## src/rtl/core/assert_macros.svh

```systemverilog
// Assertion macros shared by the envelope generator RTL.
`ifndef ASSERT_MACROS_SVH
`define ASSERT_MACROS_SVH
`ifndef SYNTHESIS
// Same-cycle implication, checked on every rising clock edge out of reset.
`define EG_ASSERT_IMPLY(label, ante, cons, msg) \
    label: assert property (@(posedge clk) disable iff (!rst_n) (ante) |-> (cons)) \
        else $error(msg);
// Next-cycle implication, checked on every rising clock edge out of reset.
`define EG_ASSERT_NEXT(label, ante, cons, msg) \
    label: assert property (@(posedge clk) disable iff (!rst_n) (ante) |=> (cons)) \
        else $error(msg);
`else
`define EG_ASSERT_IMPLY(label, ante, cons, msg)
`define EG_ASSERT_NEXT(label, ante, cons, msg)
`endif
`endif

```

## src/rtl/core/eg_pkg.sv

```systemverilog
// Types, constants and the increment function of the envelope generator.
package eg_pkg;

    localparam int NUM_VOICES = 32;
    localparam int VIDX_W     = (NUM_VOICES > 1) ? $clog2(NUM_VOICES) : 1;

    localparam int CMD_W   = 2;
    localparam int VOICE_W = 5;
    localparam int RATE_W  = 6;
    localparam int DL_W    = 5;
    localparam int CYCLE_W = 12;
    localparam int LEVEL_W = 10;
    localparam int INC_W   = 4;

    localparam logic [LEVEL_W-1:0] LEVEL_MAX = 10'h3FF;

    localparam int IN_DATA_W  = 32;
    localparam int OUT_DATA_W = 16;

    localparam int QUEUE_DEPTH = 2;
    localparam int Q_PTR_W     = (QUEUE_DEPTH > 1) ? $clog2(QUEUE_DEPTH) : 1;
    localparam int Q_CNT_W     = $clog2(QUEUE_DEPTH + 1);

    typedef enum logic [CMD_W-1:0] {
        CMD_STEP    = 2'd0,
        CMD_KEY_ON  = 2'd1,
        CMD_KEY_OFF = 2'd2,
        CMD_UNUSED  = 2'd3
    } cmd_t;

    typedef enum logic [1:0] {
        PH_ATTACK  = 2'd0,
        PH_DECAY1  = 2'd1,
        PH_DECAY2  = 2'd2,
        PH_RELEASE = 2'd3
    } phase_t;

    typedef enum logic [2:0] {
        OP_STEP,
        OP_KEY_ON,
        OP_KEY_OFF,
        OP_NOP,
        OP_BAD_VOICE
    } op_kind_t;

    // One classified item as it waits in the queue.
    typedef struct packed {
        op_kind_t            kind;
        logic [VIDX_W-1:0]   vidx;
        logic [INC_W-1:0]    inc;
        logic [DL_W-1:0]     decay_level;
        logic                hold_attack;
    } op_t;

    // Low-rate patterns, bit i is the increment (0 or 1) at cycle select i.
    localparam logic [7:0] LOW_PATTERN [4] = '{
        8'b10101010,
        8'b10111010,
        8'b11101110,
        8'b11111110
    };

    // High-rate patterns, bit i set means an increment of 2 instead of 1.
    localparam logic [7:0] HIGH_PATTERN [4] = '{
        8'b00000000,
        8'b10001000,
        8'b10101010,
        8'b11101110
    };

    // Level increment for one envelope step at the given rate and cycle.
    function automatic logic [INC_W-1:0] env_increment(
        input logic [RATE_W-1:0]  rate,
        input logic [CYCLE_W-1:0] cycle
    );
        logic [3:0]         shift;
        logic [CYCLE_W-1:0] mask;
        logic [2:0]         sel;
        logic [1:0]         scale;
        logic [INC_W-1:0]   base;
        logic [INC_W-1:0]   result;
        shift = (rate < 6'd44) ? 4'(4'd11 - 4'(rate[5:2])) : 4'd0;
        mask  = (CYCLE_W'(1) << shift) - CYCLE_W'(1);
        sel   = 3'(cycle >> shift);
        scale = 2'(rate[5:2] - 4'd12);
        base  = HIGH_PATTERN[rate[1:0]][sel] ? 4'd2 : 4'd1;
        if ((cycle & mask) != '0)
            result = '0;
        else if (rate < 6'd2)
            result = '0;
        else if (rate < 6'd48)
            result = {3'b000, LOW_PATTERN[rate[1:0]][sel]};
        else if (rate < 6'd60)
            result = base << scale;
        else
            result = 4'd8;
        return result;
    endfunction

endpackage

```

## src/rtl/core/eg_front.sv

```systemverilog
// Front end: takes input items, works out the increment and classifies the command.
module eg_front
    import eg_pkg::*;
(
    input  logic                 s_axis_tvalid,
    output logic                 s_axis_tready,
    // tdata: voice[4:0], rate[10:5], decay_level[15:11], hold_attack[16],
    //        eg_cycle[28:17], zero fill[31:29]
    input  logic [IN_DATA_W-1:0] s_axis_tdata,
    // tuser: cmd[1:0]
    input  logic [CMD_W-1:0]     s_axis_tuser,
    input  logic                 q_full,
    output logic                 push,
    output op_t                  push_data
);

    logic [VOICE_W-1:0] voice;
    logic [RATE_W-1:0]  rate;
    logic [CYCLE_W-1:0] eg_cycle;
    cmd_t               cmd;

    assign voice    = s_axis_tdata[4:0];
    assign rate     = s_axis_tdata[10:5];
    assign eg_cycle = s_axis_tdata[28:17];
    assign cmd      = cmd_t'(s_axis_tuser);

    assign s_axis_tready = !q_full;
    assign push          = s_axis_tvalid && !q_full;

    always_comb
    begin
        push_data.vidx        = voice[VIDX_W-1:0];
        push_data.inc         = env_increment(rate, eg_cycle);
        push_data.decay_level = s_axis_tdata[15:11];
        push_data.hold_attack = s_axis_tdata[16];
        if (7'(voice) >= 7'(NUM_VOICES))
            push_data.kind = OP_BAD_VOICE;
        else
        begin
            case (cmd)
                CMD_STEP:    push_data.kind = OP_STEP;
                CMD_KEY_ON:  push_data.kind = OP_KEY_ON;
                CMD_KEY_OFF: push_data.kind = OP_KEY_OFF;
                default:     push_data.kind = OP_NOP;
            endcase
        end
    end

endmodule

```

## src/rtl/core/eg_queue.sv

```systemverilog
// Short FIFO of classified items between the front end and the back end.
module eg_queue
    import eg_pkg::*;
(
    input  logic clk,
    input  logic rst_n,
    input  logic push,
    input  op_t  push_data,
    output logic q_full,
    output logic q_valid,
    output op_t  q_data,
    input  logic pop
);

    op_t                entry_reg [QUEUE_DEPTH];
    logic [Q_PTR_W-1:0] wr_ptr_reg;
    logic [Q_PTR_W-1:0] wr_ptr_next;
    logic [Q_PTR_W-1:0] rd_ptr_reg;
    logic [Q_PTR_W-1:0] rd_ptr_next;
    logic [Q_CNT_W-1:0] count_reg;
    logic [Q_CNT_W-1:0] count_next;

    assign q_full  = (count_reg == Q_CNT_W'(QUEUE_DEPTH));
    assign q_valid = (count_reg != '0);
    assign q_data  = entry_reg[rd_ptr_reg];

    always_comb
    begin
        wr_ptr_next = wr_ptr_reg;
        rd_ptr_next = rd_ptr_reg;
        count_next  = count_reg;
        if (push)
            wr_ptr_next = (wr_ptr_reg == Q_PTR_W'(QUEUE_DEPTH - 1)) ? '0
                                                                     : wr_ptr_reg + 1'b1;
        if (pop)
            rd_ptr_next = (rd_ptr_reg == Q_PTR_W'(QUEUE_DEPTH - 1)) ? '0
                                                                     : rd_ptr_reg + 1'b1;
        if (push && !pop)
            count_next = count_reg + 1'b1;
        else if (pop && !push)
            count_next = count_reg - 1'b1;
    end

    always_ff @(posedge clk or negedge rst_n)
    begin
        if (!rst_n)
        begin
            wr_ptr_reg <= '0;
            rd_ptr_reg <= '0;
            count_reg  <= '0;
        end
        else
        begin
            wr_ptr_reg <= wr_ptr_next;
            rd_ptr_reg <= rd_ptr_next;
            count_reg  <= count_next;
        end
    end

    always_ff @(posedge clk)
    begin
        if (push)
            entry_reg[wr_ptr_reg] <= push_data;
    end

endmodule

```

## src/rtl/core/eg_back.sv

```systemverilog
// Back end: per-voice state, the level update and the result register.
module eg_back
    import eg_pkg::*;
(
    input  logic                  clk,
    input  logic                  rst_n,
    input  logic                  q_valid,
    input  op_t                   q_data,
    output logic                  pop,
    output logic                  m_axis_tvalid,
    input  logic                  m_axis_tready,
    // tdata: level[9:0], env_phase[11:10], voice_active[12], zero fill[15:13]
    output logic [OUT_DATA_W-1:0] m_axis_tdata
);

    logic [LEVEL_W-1:0]    level_reg  [NUM_VOICES];
    phase_t                phase_reg  [NUM_VOICES];
    logic                  active_reg [NUM_VOICES];

    logic                  out_valid_reg;
    logic                  out_valid_next;
    logic [OUT_DATA_W-1:0] out_data_reg;
    logic [OUT_DATA_W-1:0] out_data_next;

    logic [LEVEL_W-1:0]    cur_level;
    phase_t                cur_phase;
    logic                  cur_active;
    logic [LEVEL_W-1:0]    new_level;
    phase_t                new_phase;
    logic                  new_active;
    logic                  store_we;

    logic [14:0]           attack_prod;
    logic [10:0]           attack_dec;
    logic [10:0]           rise_sum;

    assign pop        = q_valid && (!out_valid_reg || m_axis_tready);
    assign cur_level  = level_reg[q_data.vidx];
    assign cur_phase  = phase_reg[q_data.vidx];
    assign cur_active = active_reg[q_data.vidx];

    // Attack falls by ceil((level + 1) * inc / 16); the others rise by inc.
    assign attack_prod = (15'(cur_level) + 15'd1) * 15'(q_data.inc);
    assign attack_dec  = 11'((attack_prod + 15'd15) >> 4);
    assign rise_sum    = 11'(cur_level) + 11'(q_data.inc);

    always_comb
    begin
        new_level  = cur_level;
        new_phase  = cur_phase;
        new_active = cur_active;
        store_we   = pop;
        case (q_data.kind)
            OP_KEY_ON:
            begin
                new_level  = LEVEL_MAX;
                new_phase  = PH_ATTACK;
                new_active = 1'b1;
            end
            OP_KEY_OFF:
            begin
                new_phase = PH_RELEASE;
            end
            OP_STEP:
            begin
                if (cur_active)
                begin
                    if (cur_phase == PH_ATTACK)
                    begin
                        if (cur_level == '0 && !q_data.hold_attack)
                            new_phase = PH_DECAY1;
                        else if (q_data.inc != '0 && cur_level != '0)
                            new_level = cur_level - attack_dec[LEVEL_W-1:0];
                    end
                    else
                    begin
                        if (cur_phase == PH_DECAY1 && cur_level[9:5] >= q_data.decay_level)
                            new_phase = PH_DECAY2;
                        if (rise_sum >= 11'(LEVEL_MAX))
                        begin
                            new_level  = LEVEL_MAX;
                            new_active = 1'b0;
                        end
                        else
                            new_level = rise_sum[LEVEL_W-1:0];
                    end
                end
            end
            OP_BAD_VOICE:
            begin
                new_level  = LEVEL_MAX;
                new_phase  = PH_RELEASE;
                new_active = 1'b0;
                store_we   = 1'b0;
            end
            default:
            begin
            end
        endcase
    end

    always_comb
    begin
        out_valid_next = out_valid_reg;
        out_data_next  = out_data_reg;
        if (pop)
        begin
            out_valid_next = 1'b1;
            out_data_next  = {3'b000, new_active, new_phase, new_level};
        end
        else if (m_axis_tready)
            out_valid_next = 1'b0;
    end

    always_ff @(posedge clk or negedge rst_n)
    begin
        if (!rst_n)
        begin
            for (int i = 0; i < NUM_VOICES; i++)
            begin
                level_reg[i]  <= LEVEL_MAX;
                phase_reg[i]  <= PH_RELEASE;
                active_reg[i] <= 1'b0;
            end
            out_valid_reg <= 1'b0;
        end
        else
        begin
            if (store_we)
            begin
                level_reg[q_data.vidx]  <= new_level;
                phase_reg[q_data.vidx]  <= new_phase;
                active_reg[q_data.vidx] <= new_active;
            end
            out_valid_reg <= out_valid_next;
        end
    end

    always_ff @(posedge clk)
    begin
        out_data_reg <= out_data_next;
    end

    assign m_axis_tvalid = out_valid_reg;
    assign m_axis_tdata  = out_data_reg;

endmodule

```

## src/rtl/core/envelope_generator_step.sv

```systemverilog
// Top level of the 32-voice ADSR envelope generator.
//
//   Channel    Direction  Contents of one item
//   s_axis     in         tuser: cmd; tdata: voice, rate, decay_level, hold_attack, eg_cycle
//   m_axis     out        tdata: level, env_phase, voice_active
//
// The block takes one item per clock while the queue has room and gives one result per
// item. An accepted item is classified and written into the queue. When the back end
// pops it, the back end updates its voice and loads the result into the output register,
// which offers it on m_axis. The per-voice read-modify-write sits in the back end and
// completes at the pop, so items for the same voice may follow each other directly.
// Reset loads every voice with level 0x3FF, release and inactive at once; there is no
// clearing pass. A two-entry queue lets the input keep flowing while a result waits
// on m_axis_tready; s_axis_tready falls only when that queue is full.
`include "assert_macros.svh"

module envelope_generator_step
    import eg_pkg::*;
(
    input  logic                  clk,
    input  logic                  rst_n,
    input  logic                  s_axis_tvalid,
    output logic                  s_axis_tready,
    // tdata: voice[4:0], rate[10:5], decay_level[15:11], hold_attack[16],
    //        eg_cycle[28:17], zero fill[31:29]
    input  logic [IN_DATA_W-1:0]  s_axis_tdata,
    // tuser: cmd[1:0]
    input  logic [CMD_W-1:0]      s_axis_tuser,
    output logic                  m_axis_tvalid,
    input  logic                  m_axis_tready,
    // tdata: level[9:0], env_phase[11:10], voice_active[12], zero fill[15:13]
    output logic [OUT_DATA_W-1:0] m_axis_tdata
);

    // Classified items travel from the front end through the queue to the back end.
    logic push;
    op_t  push_data;
    logic q_full;
    logic q_valid;
    op_t  q_data;
    logic pop;

    eg_front u_front (
        .s_axis_tvalid (s_axis_tvalid),
        .s_axis_tready (s_axis_tready),
        .s_axis_tdata  (s_axis_tdata),
        .s_axis_tuser  (s_axis_tuser),
        .q_full        (q_full),
        .push          (push),
        .push_data     (push_data)
    );

    eg_queue u_queue (
        .clk       (clk),
        .rst_n     (rst_n),
        .push      (push),
        .push_data (push_data),
        .q_full    (q_full),
        .q_valid   (q_valid),
        .q_data    (q_data),
        .pop       (pop)
    );

    eg_back u_back (
        .clk           (clk),
        .rst_n         (rst_n),
        .q_valid       (q_valid),
        .q_data        (q_data),
        .pop           (pop),
        .m_axis_tvalid (m_axis_tvalid),
        .m_axis_tready (m_axis_tready),
        .m_axis_tdata  (m_axis_tdata)
    );

    // An accepted item is in the queue at the next edge, since the queue never passes
    // an entry through in the cycle it is written.
    `EG_ASSERT_NEXT(a_push_lands, s_axis_tvalid && s_axis_tready, q_valid, "item lost in queue")

    // Every update the back end performs leaves a result in the output register.
    `EG_ASSERT_NEXT(a_pop_gives_result, pop, m_axis_tvalid, "update produced no result")

    // Only key on enters attack and it sets the voice active; attack never clears it.
    `EG_ASSERT_IMPLY(a_attack_active, m_axis_tvalid && (m_axis_tdata[11:10] == PH_ATTACK),
                     m_axis_tdata[12], "attack result for an inactive voice")

endmodule

```

## config.mk

```make
export PLATFORM = sky130hd
export DESIGN_NAME = envelope_generator_step
export DESIGN_NICKNAME = d
export VERILOG_FILES = /design/src/rtl/core/eg_pkg.sv /design/src/rtl/core/eg_front.sv /design/src/rtl/core/eg_queue.sv /design/src/rtl/core/eg_back.sv /design/src/rtl/core/envelope_generator_step.sv
export VERILOG_INCLUDE_DIRS = /design/src /design/src/rtl/core
export SDC_FILE = /design/constraint.sdc
export NUM_CORES = 1
export LEC_CHECK = 0
export ABC_AREA = 1
export BUFFER_PORTS_ARGS = -buffer_cell sky130_fd_sc_hd__clkbuf_2
export CORE_MARGIN = 8
export CORE_UTILIZATION = 45
export CTS_CLUSTER_DIAMETER = 200
export DETAILED_ROUTE_END_ITERATION = 8
export MAX_ROUTING_LAYER = met4
export SLEW_MARGIN = 0
export SYNTH_ARGS = -nofsm -noshare
export SYNTH_HDL_FRONTEND = slang
export SYNTH_SLANG_ARGS = --single-unit
```

## constraint.sdc

```tcl
create_clock -name clk -period 19.5 [get_ports clk]
set_clock_uncertainty 0.2 [all_clocks]
set_input_delay 4.875 -clock clk [delete_from_list [all_inputs] [get_ports clk]]
set_output_delay 4.875 -clock clk [all_outputs]
set_load 0.01 [all_outputs]
```

==> results of run 1 <==
-- per-stage QoR --
| stage | std cells | setup WS [ns] | area, µm² |
|---|---|---|---|
| 2_1_floorplan | 3264 | 12.03 | 25600 |
| 3_5_place_dp | 3985 | 8.91 | 26600 |
| 6_report | 4080 | 8.91 | 28400 |
| 4_1_cts | 4080 | 8.88 | 28400 |
| 3_3_place_gp | 3985 | 8.93 | 26600 |
| 5_1_grt | 4080 | 7.95 | 28400 |
-- cell families after synthesis --
kind of cell	after synthesis
buffers and inverters	485
adder cells (fa/ha/maj)	72
AND/OR/NAND/NOR	1655
XOR/XNOR	28
multiplexers	4
other	1
flip-flops	468
AO/OA/AOI/OAI	549
-- worst paths after layout --
path                                       start                endpoint  cells past startpoint
max                           u_queue.rd_ptr_reg  u_back.m_axis_tdata[9]                     42
min                        u_back.level_reg[174]   u_back.level_reg[174]                      2
max reg2reg                   u_queue.rd_ptr_reg  u_back.m_axis_tdata[9]                     42
min reg2reg                u_back.level_reg[174]   u_back.level_reg[174]                      2
max in group asynchronous                  rst_n    u_back.active_reg[3]                      2
min in group asynchronous                  rst_n    u_back.m_axis_tvalid                      1
-- worst max-delay path, delay by kind of cell (launching register included) --
| family | cells | cell delay, ns |
|---|---|---|
| AO/OA/AOI/OAI | 5 | 1.03 |
| buffers and inverters | 7 | 2.25 |
| adder cells (fa/ha/maj) | 5 | 1.93 |
| AND/OR/NAND/NOR | 24 | 3.88 |
| flip-flops | 1 | 0.35 |
| XOR/XNOR | 1 | 0.35 |
-- layout make-up --
class	count	area (µm²)	share of cell area (%)
Clock buffer	81	1630	5.74
Sequential cell	468	12400	43.7
Inverter	326	1230	4.31
Tap cell	756	946	3.33
Multi-Input combinational cell	2311	11200	39.4
Timing Repair Buffer	124	831	2.92
Clock inverter	14	151	0.533
-- per-layer routing --
layer  GRT usage [%]  routed length [µm]  vias up
li1                -                   -    10472
met5               -                   0        -
met1            31.9               34200    10475
met2            39.9               36600      676
met3            3.44                4280      138
met4            8.19                2550        0
-- placed cells by master, fill, tap and decap left out, types with 5 or more instances in the layout --
master,Yosys,layout
o21ai_2,2,6
buf_4,16,74
nand3_1,94,94
xnor2_1,9,9
nor4_1,6,6
clkbuf_16,0,54
nand4_1,9,9
o21ai_1,66,64
nand2_1,1271,1270
nor2_4,5,5
clkbuf_2,0,48
o21ai_0,201,198
a21oi_1,57,56
or2_2,9,9
o211ai_1,15,15
clkbuf_1,60,9
nand3b_1,7,7
xor2_1,19,19
edfxtp_1,47,47
a22oi_1,49,49
clkinv_2,0,9
ha_1,52,52
clkbuf_8,0,18
nor2_2,4,6
nor3_1,9,9
dfstp_2,384,384
fa_1,20,20
clkinv_1,16,16
dfrtp_1,37,37
a31oi_1,99,99
nand2_2,9,9
o22ai_1,34,34
nor2_1,219,217
inv_1,290,290
inv_2,19,19
==> results.sh, run 1 <==
export IMPL_status="completed"
export IMPL_maxSlewViolCount=0
export IMPL_seq_area_frac_synth_pct=48.6
export IMPL_post_route_period_util_pct=54.3
export IMPL_viasPerCell=5.33
export IMPL_drt_iter0_markers=1843
export IMPL_synth_area_leaders="dfstp_2 (39%), nand2_1 (19%), edfxtp_1 (5.5%), inv_1 (4.3%), o21ai_0 (3.9%)"
export IMPL_rsz0062_at_grt="no"
export IMPL_synth_top_family_by_area="simple AND/OR/NAND/NOR gates"
export IMPL_worstPathRequired_ns=19.41
export IMPL_grt_max_degree=164
export IMPL_die_y_um=254
export IMPL_die_w_um=254
export IMPL_synth_adder_area_share_pct=4.11
export IMPL_synth_distinct_cells=59
export IMPL_boundaryPins=56
export IMPL_cp_start_kind="flip-flop"
export IMPL_crit_top_cell="nand2_1"
export IMPL_syn_area_um2=25600
export IMPL_synth_warnings=0
export IMPL_cts_resized=0
export IMPL_fmax_mhz=94.5
export IMPL_io_buffer_count=49
export IMPL_path_class="flip-flop to flip-flop"
export IMPL_fillers=5463
export IMPL_period_minus_slack_ns=10.59
export IMPL_layout_drive_gt1_share_pct=20.1
export IMPL_start_util_pct=45.4
export IMPL_synth_simple_area_share_pct=25.8
export IMPL_dieArea_um2=64700
export IMPL_worstPathArrival_ns=10.50
export IMPL_critPathSlowestCell="buf_4"
export IMPL_grt_pass1_wl_mm=122
export IMPL_synthFlopType="dfstp_2"
export IMPL_syn2layout_area_growth_pct=11.1
export IMPL_cts_tree="done"
export IMPL_synth_top_cells_by_count="nand2_1 (1271), dfstp_2 (384), inv_1 (290)"
export IMPL_worst_hold_path_type="flip-flop to flip-flop"
export IMPL_endpoint_kind="flip-flop"
export IMPL_cts_hold_buf=0
export IMPL_synth_edf_count=47
export IMPL_vias=21761
export IMPL_r2r_slack_ns=8.91
export IMPL_std_cell_rows=87
export IMPL_cap_violations=0
export IMPL_synthCells=3262
export IMPL_grt_use_total_pct=24.7
export IMPL_drc=0
export IMPL_synth_top_area_share_pct=39.4
export IMPL_globalplace_congestion=0.905
export IMPL_hold_viol_final=0
export IMPL_hpwl_mm=50.7
export IMPL_clkSinkCount=468
export IMPL_final_antenna_net_count=0
export IMPL_drt_total_wl_mm=77.6
export IMPL_final_core_util_pct=50.5
export IMPL_synth_xor_area_share_pct=0.959
export IMPL_largest_reg_flops=320
export IMPL_clk_pin_slew_ns=0.06
export IMPL_insertion_delay_ns=0.61
export IMPL_h_tree_depth=2
export IMPL_wl_per_cell_um=19.0
export IMPL_grt_pass1_vias=21583
export IMPL_clockBufferDepth=3
export IMPL_dr_pass1_iters=5
export IMPL_cts_buffers=51
export IMPL_fin_tns_setup_ns=0
export IMPL_slew_headroom_pct=24.3
export IMPL_antenna_cells=0
export IMPL_yosys_register_bits=468
export IMPL_yosysMostFrequentCell="nand2_1"
export IMPL_setup_viol=0
export IMPL_async_reset_ff_share_pct=90.0
export IMPL_cts_root_buf="clkbuf_16"
export IMPL_cts_setup_buffers=0
export IMPL_final_nets=3392
export IMPL_hold_worst_slack_ns=0.265
export IMPL_synth_compound_area_share_pct=12.5
export IMPL_synth_area_mux_share_pct=0.157
export IMPL_cp_slowest_stage_delay_ns=0.58
export IMPL_synth_top_cell_by_area="dfstp_2"
export IMPL_syn_area_per_cell_um2=7.84
export IMPL_antenna_found_initial=0
export IMPL_gr_total_overflow=0
export IMPL_worst_pin_slew_ns=1.13
export IMPL_core_area_um2=56300
export IMPL_critPathMaxFanout=40
Power of run 1 is left out: the tool's default activity adds up to more than one toggle a clock period on the data nets, which glitch-free logic cannot reach.
==> inputs of run 2 (changes only) <==
--- a/config.mk
+++ b/config.mk
@@ -6,7 +6,7 @@
 export SDC_FILE = /design/constraint.sdc
 export NUM_CORES = 1
 export LEC_CHECK = 0
-export ABC_AREA = 1
+export ABC_AREA = 0
 export BUFFER_PORTS_ARGS = -buffer_cell sky130_fd_sc_hd__clkbuf_2
 export CORE_MARGIN = 8
 export CORE_UTILIZATION = 45
==> constraint.sdc (replaced) <==
create_clock -name clk -period 10.5 [get_ports clk]
set_clock_uncertainty 0.2 [all_clocks]
set_input_delay 2.625 -clock clk [delete_from_list [all_inputs] [get_ports clk]]
set_output_delay 2.625 -clock clk [all_outputs]
set_load 0.01 [all_outputs]
==> run 2 against run 1 <==
  * Core utilization decreased by 0.11 points
  * Global-route usage increased by 0.071 points
  * Wire length about the same
  * Critical path depth decreased by 10
  * Highest routed layer unchanged
  * Worst setup slack got worse by 8.4 ns
  * Via count decreased by 12%
  * Fmax increased by 5.6%
  * Sequential cell count unchanged
  * First-iteration DRC count decreased by 4.6%
==> results.sh, run 2 <==
export IMPL_status="completed"
export IMPL_synthFlopType="dfstp_2"
export IMPL_gr_total_overflow=0
export IMPL_worst_hold_path_type="flip-flop to flip-flop"
export IMPL_worstPathRequired_ns=10.82
export IMPL_clkSinkCount=468
export IMPL_post_route_period_util_pct=95.5
export IMPL_antenna_cells=0
export IMPL_setup_viol=0
export IMPL_final_common_cell="nand2_1"
export IMPL_drt_total_wl_mm=77.6
export IMPL_clk_pin_slew_ns=0.06
export IMPL_vias=19174
export IMPL_die_y_um=251
export IMPL_largest_reg_flops=320
export IMPL_boundaryPins=56
export IMPL_grt_pass1_wl_mm=118
export IMPL_die_w_um=251
export IMPL_grt_use_total_pct=24.8
export IMPL_drc=0
export IMPL_layout_drive_gt1_share_pct=30.4
export IMPL_path_class="flip-flop to flip-flop"
export IMPL_cts_root_buf="clkbuf_16"
export IMPL_dr_pass1_iters=6
export IMPL_grt_max_degree=164
export IMPL_final_cell_mix="nand2_1 (502), dfstp_2 (384), o21ai_1 (236)"
export IMPL_period_minus_slack_ns=10.03
export IMPL_std_cell_rows=86
export IMPL_synthCells=2450
export IMPL_syn2layout_area_growth_pct=11.5
export IMPL_final_nets=2546
export IMPL_synth_top_cell_by_area="dfstp_2"
export IMPL_cts_tree="done"
export IMPL_fin_tns_setup_ns=0
export IMPL_io_buffer_count=49
export IMPL_wl_per_cell_um=24.4
export IMPL_seq_area_frac_synth_pct=50.2
export IMPL_hold_worst_slack_ns=0.254
export IMPL_core_area_um2=54800
export IMPL_synth_top_area_share_pct=40.7
export IMPL_slew_headroom_pct=19.2
export IMPL_insertion_delay_ns=0.61
export IMPL_cts_hold_buf=0
export IMPL_drt_iter0_markers=1759
export IMPL_grt_pass1_vias=18860
export IMPL_critPathSlowestCell="or4b_2"
export IMPL_hpwl_mm=50.7
export IMPL_maxSlewViolCount=0
export IMPL_cap_violations=0
export IMPL_fmax_mhz=99.8
export IMPL_dieArea_um2=62800
export IMPL_hold_viol_final=0
export IMPL_start_util_pct=45.2
export IMPL_cp_start_kind="flip-flop"
export IMPL_h_tree_depth=2
export IMPL_cp_slowest_stage_delay_ns=0.72
export IMPL_synth_top_cells_by_count="nand2_1 (502), dfstp_2 (384), o21ai_1 (237)"
export IMPL_antenna_found_initial=1
export IMPL_critPathMaxFanout=28
export IMPL_globalplace_congestion=0.913
export IMPL_cts_buffers=51
export IMPL_clockBufferDepth=3
export IMPL_yosys_register_bits=468
export IMPL_yosysMostFrequentCell="nand2_1"
export IMPL_syn_area_um2=24800
export IMPL_synth_area_leaders="dfstp_2 (41%), nand2_1 (7.6%), edfxtp_1 (5.7%), o21ai_1 (4.8%), dfrtp_1 (3.7%)"
export IMPL_async_reset_ff_share_pct=90.0
export IMPL_final_antenna_net_count=0
export IMPL_worst_pin_slew_ns=1.18
export IMPL_endpoint_kind="flip-flop"
export IMPL_synth_edf_count=47
export IMPL_viasPerCell=6.03
export IMPL_synth_distinct_cells=94
export IMPL_syn_area_per_cell_um2=10.1
export IMPL_worstPathArrival_ns=10.35
export IMPL_rsz0062_at_grt="no"
export IMPL_synth_warnings=0
-- run 2: worst paths after layout --
check	start	slack, ns	end	cells after the start
worst max-delay path	u_queue.rd_ptr_reg	0.47	u_back.level_reg[319]	32
worst min-delay path	u_back.phase_reg[57]	0.25	u_back.phase_reg[57]	2
worst max register to register	u_queue.rd_ptr_reg	0.47	u_back.level_reg[319]	32
worst min register to register	u_back.phase_reg[57]	0.25	u_back.phase_reg[57]	2
max in group asynchronous	rst_n	6.70	u_queue.rd_ptr_reg	2
min in group asynchronous	rst_n	1.89	u_back.active_reg[1]	1
-- run 2: kinds of logic after synthesis --
| kind of cell | synth area share, % |
|---|---|
| other cells | 0.0151 |
| buf+inv | 4.52 |
| simple gates | 13.2 |
| flops | 50.2 |
| fa+ha+maj | 4.24 |
| xor+xnor | 1.23 |
| compound gates | 18.1 |
| mux | 8.45 |
-- run 2: area by class of cell --
cell class / instances / area [µm²]
Timing Repair Buffer: 127 / 941
Sequential cell: 468 / 12400
Fill cell: 4989 / 27200
Multi-Input combinational cell: 1731 / 11400
Clock buffer: 78 / 1540
Clock inverter: 17 / 170
Inverter: 57 / 214
Tap cell: 704 / 881
-- run 2: per-layer routing --
metal  part of all wire, %  GRT usage, %
met1                    43          32.7
met2                    46          37.7
met3                   6.8          3.97
met4                   4.4          10.6
met5                     0             -
-- run 2: stage by stage --
| step | setup WS [ns] | std cells | area, µm² | util [%] |
|---|---|---|---|---|
| final | 0.475 | 3182 | 27600 | 50.4 |
| after global routing | 0.0349 | 3182 | 27600 | 50.4 |
| after CTS | 0.170 | 3179 | 27500 | 50.3 |
| after detailed placement | 0.227 | 3084 | 25800 | 47.1 |
| after global placement | 0.321 | 3084 | 25800 | 47.1 |
| after floorplan | 1.09 | 2452 | 24800 | - |
-- run 2: worst max-delay path: cells and delay by family (launching register included) --
kind	cells	cell delay (ns)
AOI/OAI and AO/OA	8	2.22
xor gates and xnor gates	3	0.86
adders and majority gates	5	1.91
buffers and inverters	4	0.83
DFF	1	0.52
muxes	1	0.37
and+or+nand+nor	11	3.00
-- run 2: repair_timing --
item,4_1_cts,5_1_grt
buffers inserted,0,2
gates resized for setup,0,9
setup endpoints to repair,0,33
Power of run 2 is left out for the same reason.
==> inputs of run 3 (changes only) <==
--- a/config.mk
+++ b/config.mk
@@ -10,6 +10,7 @@
 export BUFFER_PORTS_ARGS = -buffer_cell sky130_fd_sc_hd__clkbuf_2
 export CORE_MARGIN = 8
 export CORE_UTILIZATION = 45
+export CTS_BUF_LIST = sky130_fd_sc_hd__clkbuf_4
 export CTS_CLUSTER_DIAMETER = 200
 export DETAILED_ROUTE_END_ITERATION = 8
 export MAX_ROUTING_LAYER = met4
==> run 3 against run 2 <==
  * Cell count is 4.4% higher
  * Wire length up 0.34%
  * Worst setup slack improved by 0.041 ns
  * Via count rose by 3.0%
  * Hold slack gained 0.0010 ns
  * Critical endpoint is now u_back.level_reg[209]
==> results.sh, run 3 (synthesis gave the netlist of run 2 again) <==
export IMPL_dp_slack_ns=0.227
export IMPL_layout_drive_gt1_share_pct=34.0
export IMPL_fmax_mhz=100
export IMPL_grt_pass1_vias=19728
export IMPL_vias=19741
export IMPL_status="completed"
export IMPL_r2r_slack_ns=0.52
export IMPL_clockBufferDepth=3
export IMPL_drt_iter0_markers=1841
export IMPL_insertion_delay_ns=0.96
export IMPL_slew_headroom_pct=19.3
export IMPL_dpl_cell_area_um2=25800
export IMPL_period_minus_slack_ns=9.98
export IMPL_stdcell_area_um2=27700
export IMPL_final_core_util_pct=50.5
export IMPL_grt_pass1_wl_mm=120
export IMPL_final_antenna_net_count=0
export IMPL_whs_path_depth=2
export IMPL_busiest_layer="met2"
export IMPL_setup_slack_ns=0.516
export IMPL_worstPathRequired_ns=11.12
export IMPL_maxSlewViolCount=0
export IMPL_viasPerCell=5.94
export IMPL_cap_violations=0
export IMPL_grt_max_degree=164
export IMPL_std_cell_rows=86
export IMPL_globalplace_congestion=0.913
export IMPL_drt_total_wl_mm=77.8
export IMPL_grt_met3_usage_pct=5.93
export IMPL_die_w_um=251
export IMPL_h_tree_depth=4
export IMPL_drc=0
export IMPL_syn2layout_area_growth_pct=11.7
export IMPL_io_buffer_count=49
export IMPL_cts_root_buf="clkbuf_4"
export IMPL_gr_total_overflow=0
export IMPL_path_class="flip-flop to flip-flop"
export IMPL_wl_per_cell_um=23.4
export IMPL_grt_use_total_pct=25.5
export IMPL_antenna_found_initial=3
export IMPL_worst_hold_path_type="flip-flop to flip-flop"
export IMPL_core_area_um2=54800
export IMPL_cp_start_kind="flip-flop"
export IMPL_endpoint_kind="flip-flop"
export IMPL_hold_viol_final=0
export IMPL_hp_start="u_back.phase_reg[57]"
export IMPL_met1_usage_pct=32.6
export IMPL_final_common_cell="nand2_1"
export IMPL_met2_usage_pct=38.2
export IMPL_boundaryPins=56
export IMPL_reg2reg_depth=32
export IMPL_cts_buffers=130
export IMPL_clkSinkCount=468
export IMPL_largest_reg_flops=320
export IMPL_worst_pin_slew_ns=1.18
export IMPL_cts_tree="done"
export IMPL_die_y_um=251
export IMPL_dr_pass1_iters=6
export IMPL_fin_tns_setup_ns=0
export IMPL_min_delay_worst_endpoint="u_back.phase_reg[57]"
export IMPL_worstPathArrival_ns=10.60
export IMPL_start_util_pct=45.2
export IMPL_rr_endpoint="u_back.level_reg[209]"
export IMPL_final_nets=2624
export IMPL_setup_viol=0
export IMPL_clk_pin_slew_ns=0.06
export IMPL_post_route_period_util_pct=95.1
export IMPL_dieArea_um2=62800
export IMPL_critPathSlowestCell="or4b_2"
export IMPL_critPathMaxFanout=33
export IMPL_reg2reg_from="u_queue.rd_ptr_reg"
export IMPL_cp_slowest_stage_delay_ns=0.72
export IMPL_final_cell_mix="nand2_1 (502), dfstp_2 (384), o21ai_1 (236)"
export IMPL_hpwl_mm=50.7
export IMPL_rsz0062_at_grt="no"
-- run 3: changes by cell type in the layout (fill, tap and decap cells not counted), sizes merged --
cell / change
inv: +1
clkinv: +5
clkbuf: +126
diode: +2
bufinv: +2
o2111a: -1
clkinvlp: +4
-- run 3: what timing repair did --
| item | CTS | global route |
|---|---|---|
| setup buffers | 0 | 2 |
| setup endpoints to repair | 0 | 33 |
| hold buffers | 0 | 0 |
| gates resized for setup | 0 | 9 |
-- run 3: area by class of cell --
cell class | instances | area, µm²
Sequential cell | 468 | 12400
Fill cell | 5054 | 27100
Multi-Input combinational cell | 1730 | 11400
Tap cell | 704 | 881
Timing Repair Buffer | 127 | 941
Clock inverter | 29 | 241
Antenna cell | 2 | 5.00
Inverter | 57 | 214
Clock buffer | 204 | 1530
-- run 3: critical path, delay by kind of cell (launching register included) --
kind,cells,cell delay (ns)
simple gates,11,2.89
mux,1,0.40
compound gates,9,2.36
flops,1,0.52
xor+xnor,3,0.87
fa+ha+maj,5,1.91
buf+inv,3,0.69
-- run 3: how the worst max path moves through the flow --
| stage | slack, ns | from | endpoint | depth (start not counted) |
|---|---|---|---|---|
| finish | 0.52 | u_queue.rd_ptr_reg | u_back.level_reg[209] | 32 |
| global route | 0.01 | u_queue.rd_ptr_reg | u_back.level_reg[209] | 32 |
| CTS | 0.18 | u_queue.entry_reg[0][11] | u_back.level_reg[209] | 31 |
| detailed placement | 0.23 | u_queue.entry_reg[0][11] | u_back.level_reg[319] | 31 |
| global placement | 0.32 | u_queue.entry_reg[0][11] | u_back.level_reg[59] | 31 |
| floorplan | 1.09 | u_queue.rd_ptr_reg | u_back.level_reg[249] | 39 |
-- run 3: routing by layer --
metal	part of all wire, %	routed length, µm
met1	42	32900
met2	46	36200
met3	7.5	5860
met4	3.8	2920
met5	0	0
-- run 3: metrics by stage --
step / instances / hold slack, ns
2_1_floorplan: 2452 / 0.237
3_3_place_gp: 3084 / 0.246
3_5_place_dp: 3084 / 0.246
4_1_cts: 3317 / 0.257
5_1_grt: 3321 / 0.273
6_report: 3321 / 0.255
Power of run 3 is left out for the same reason.
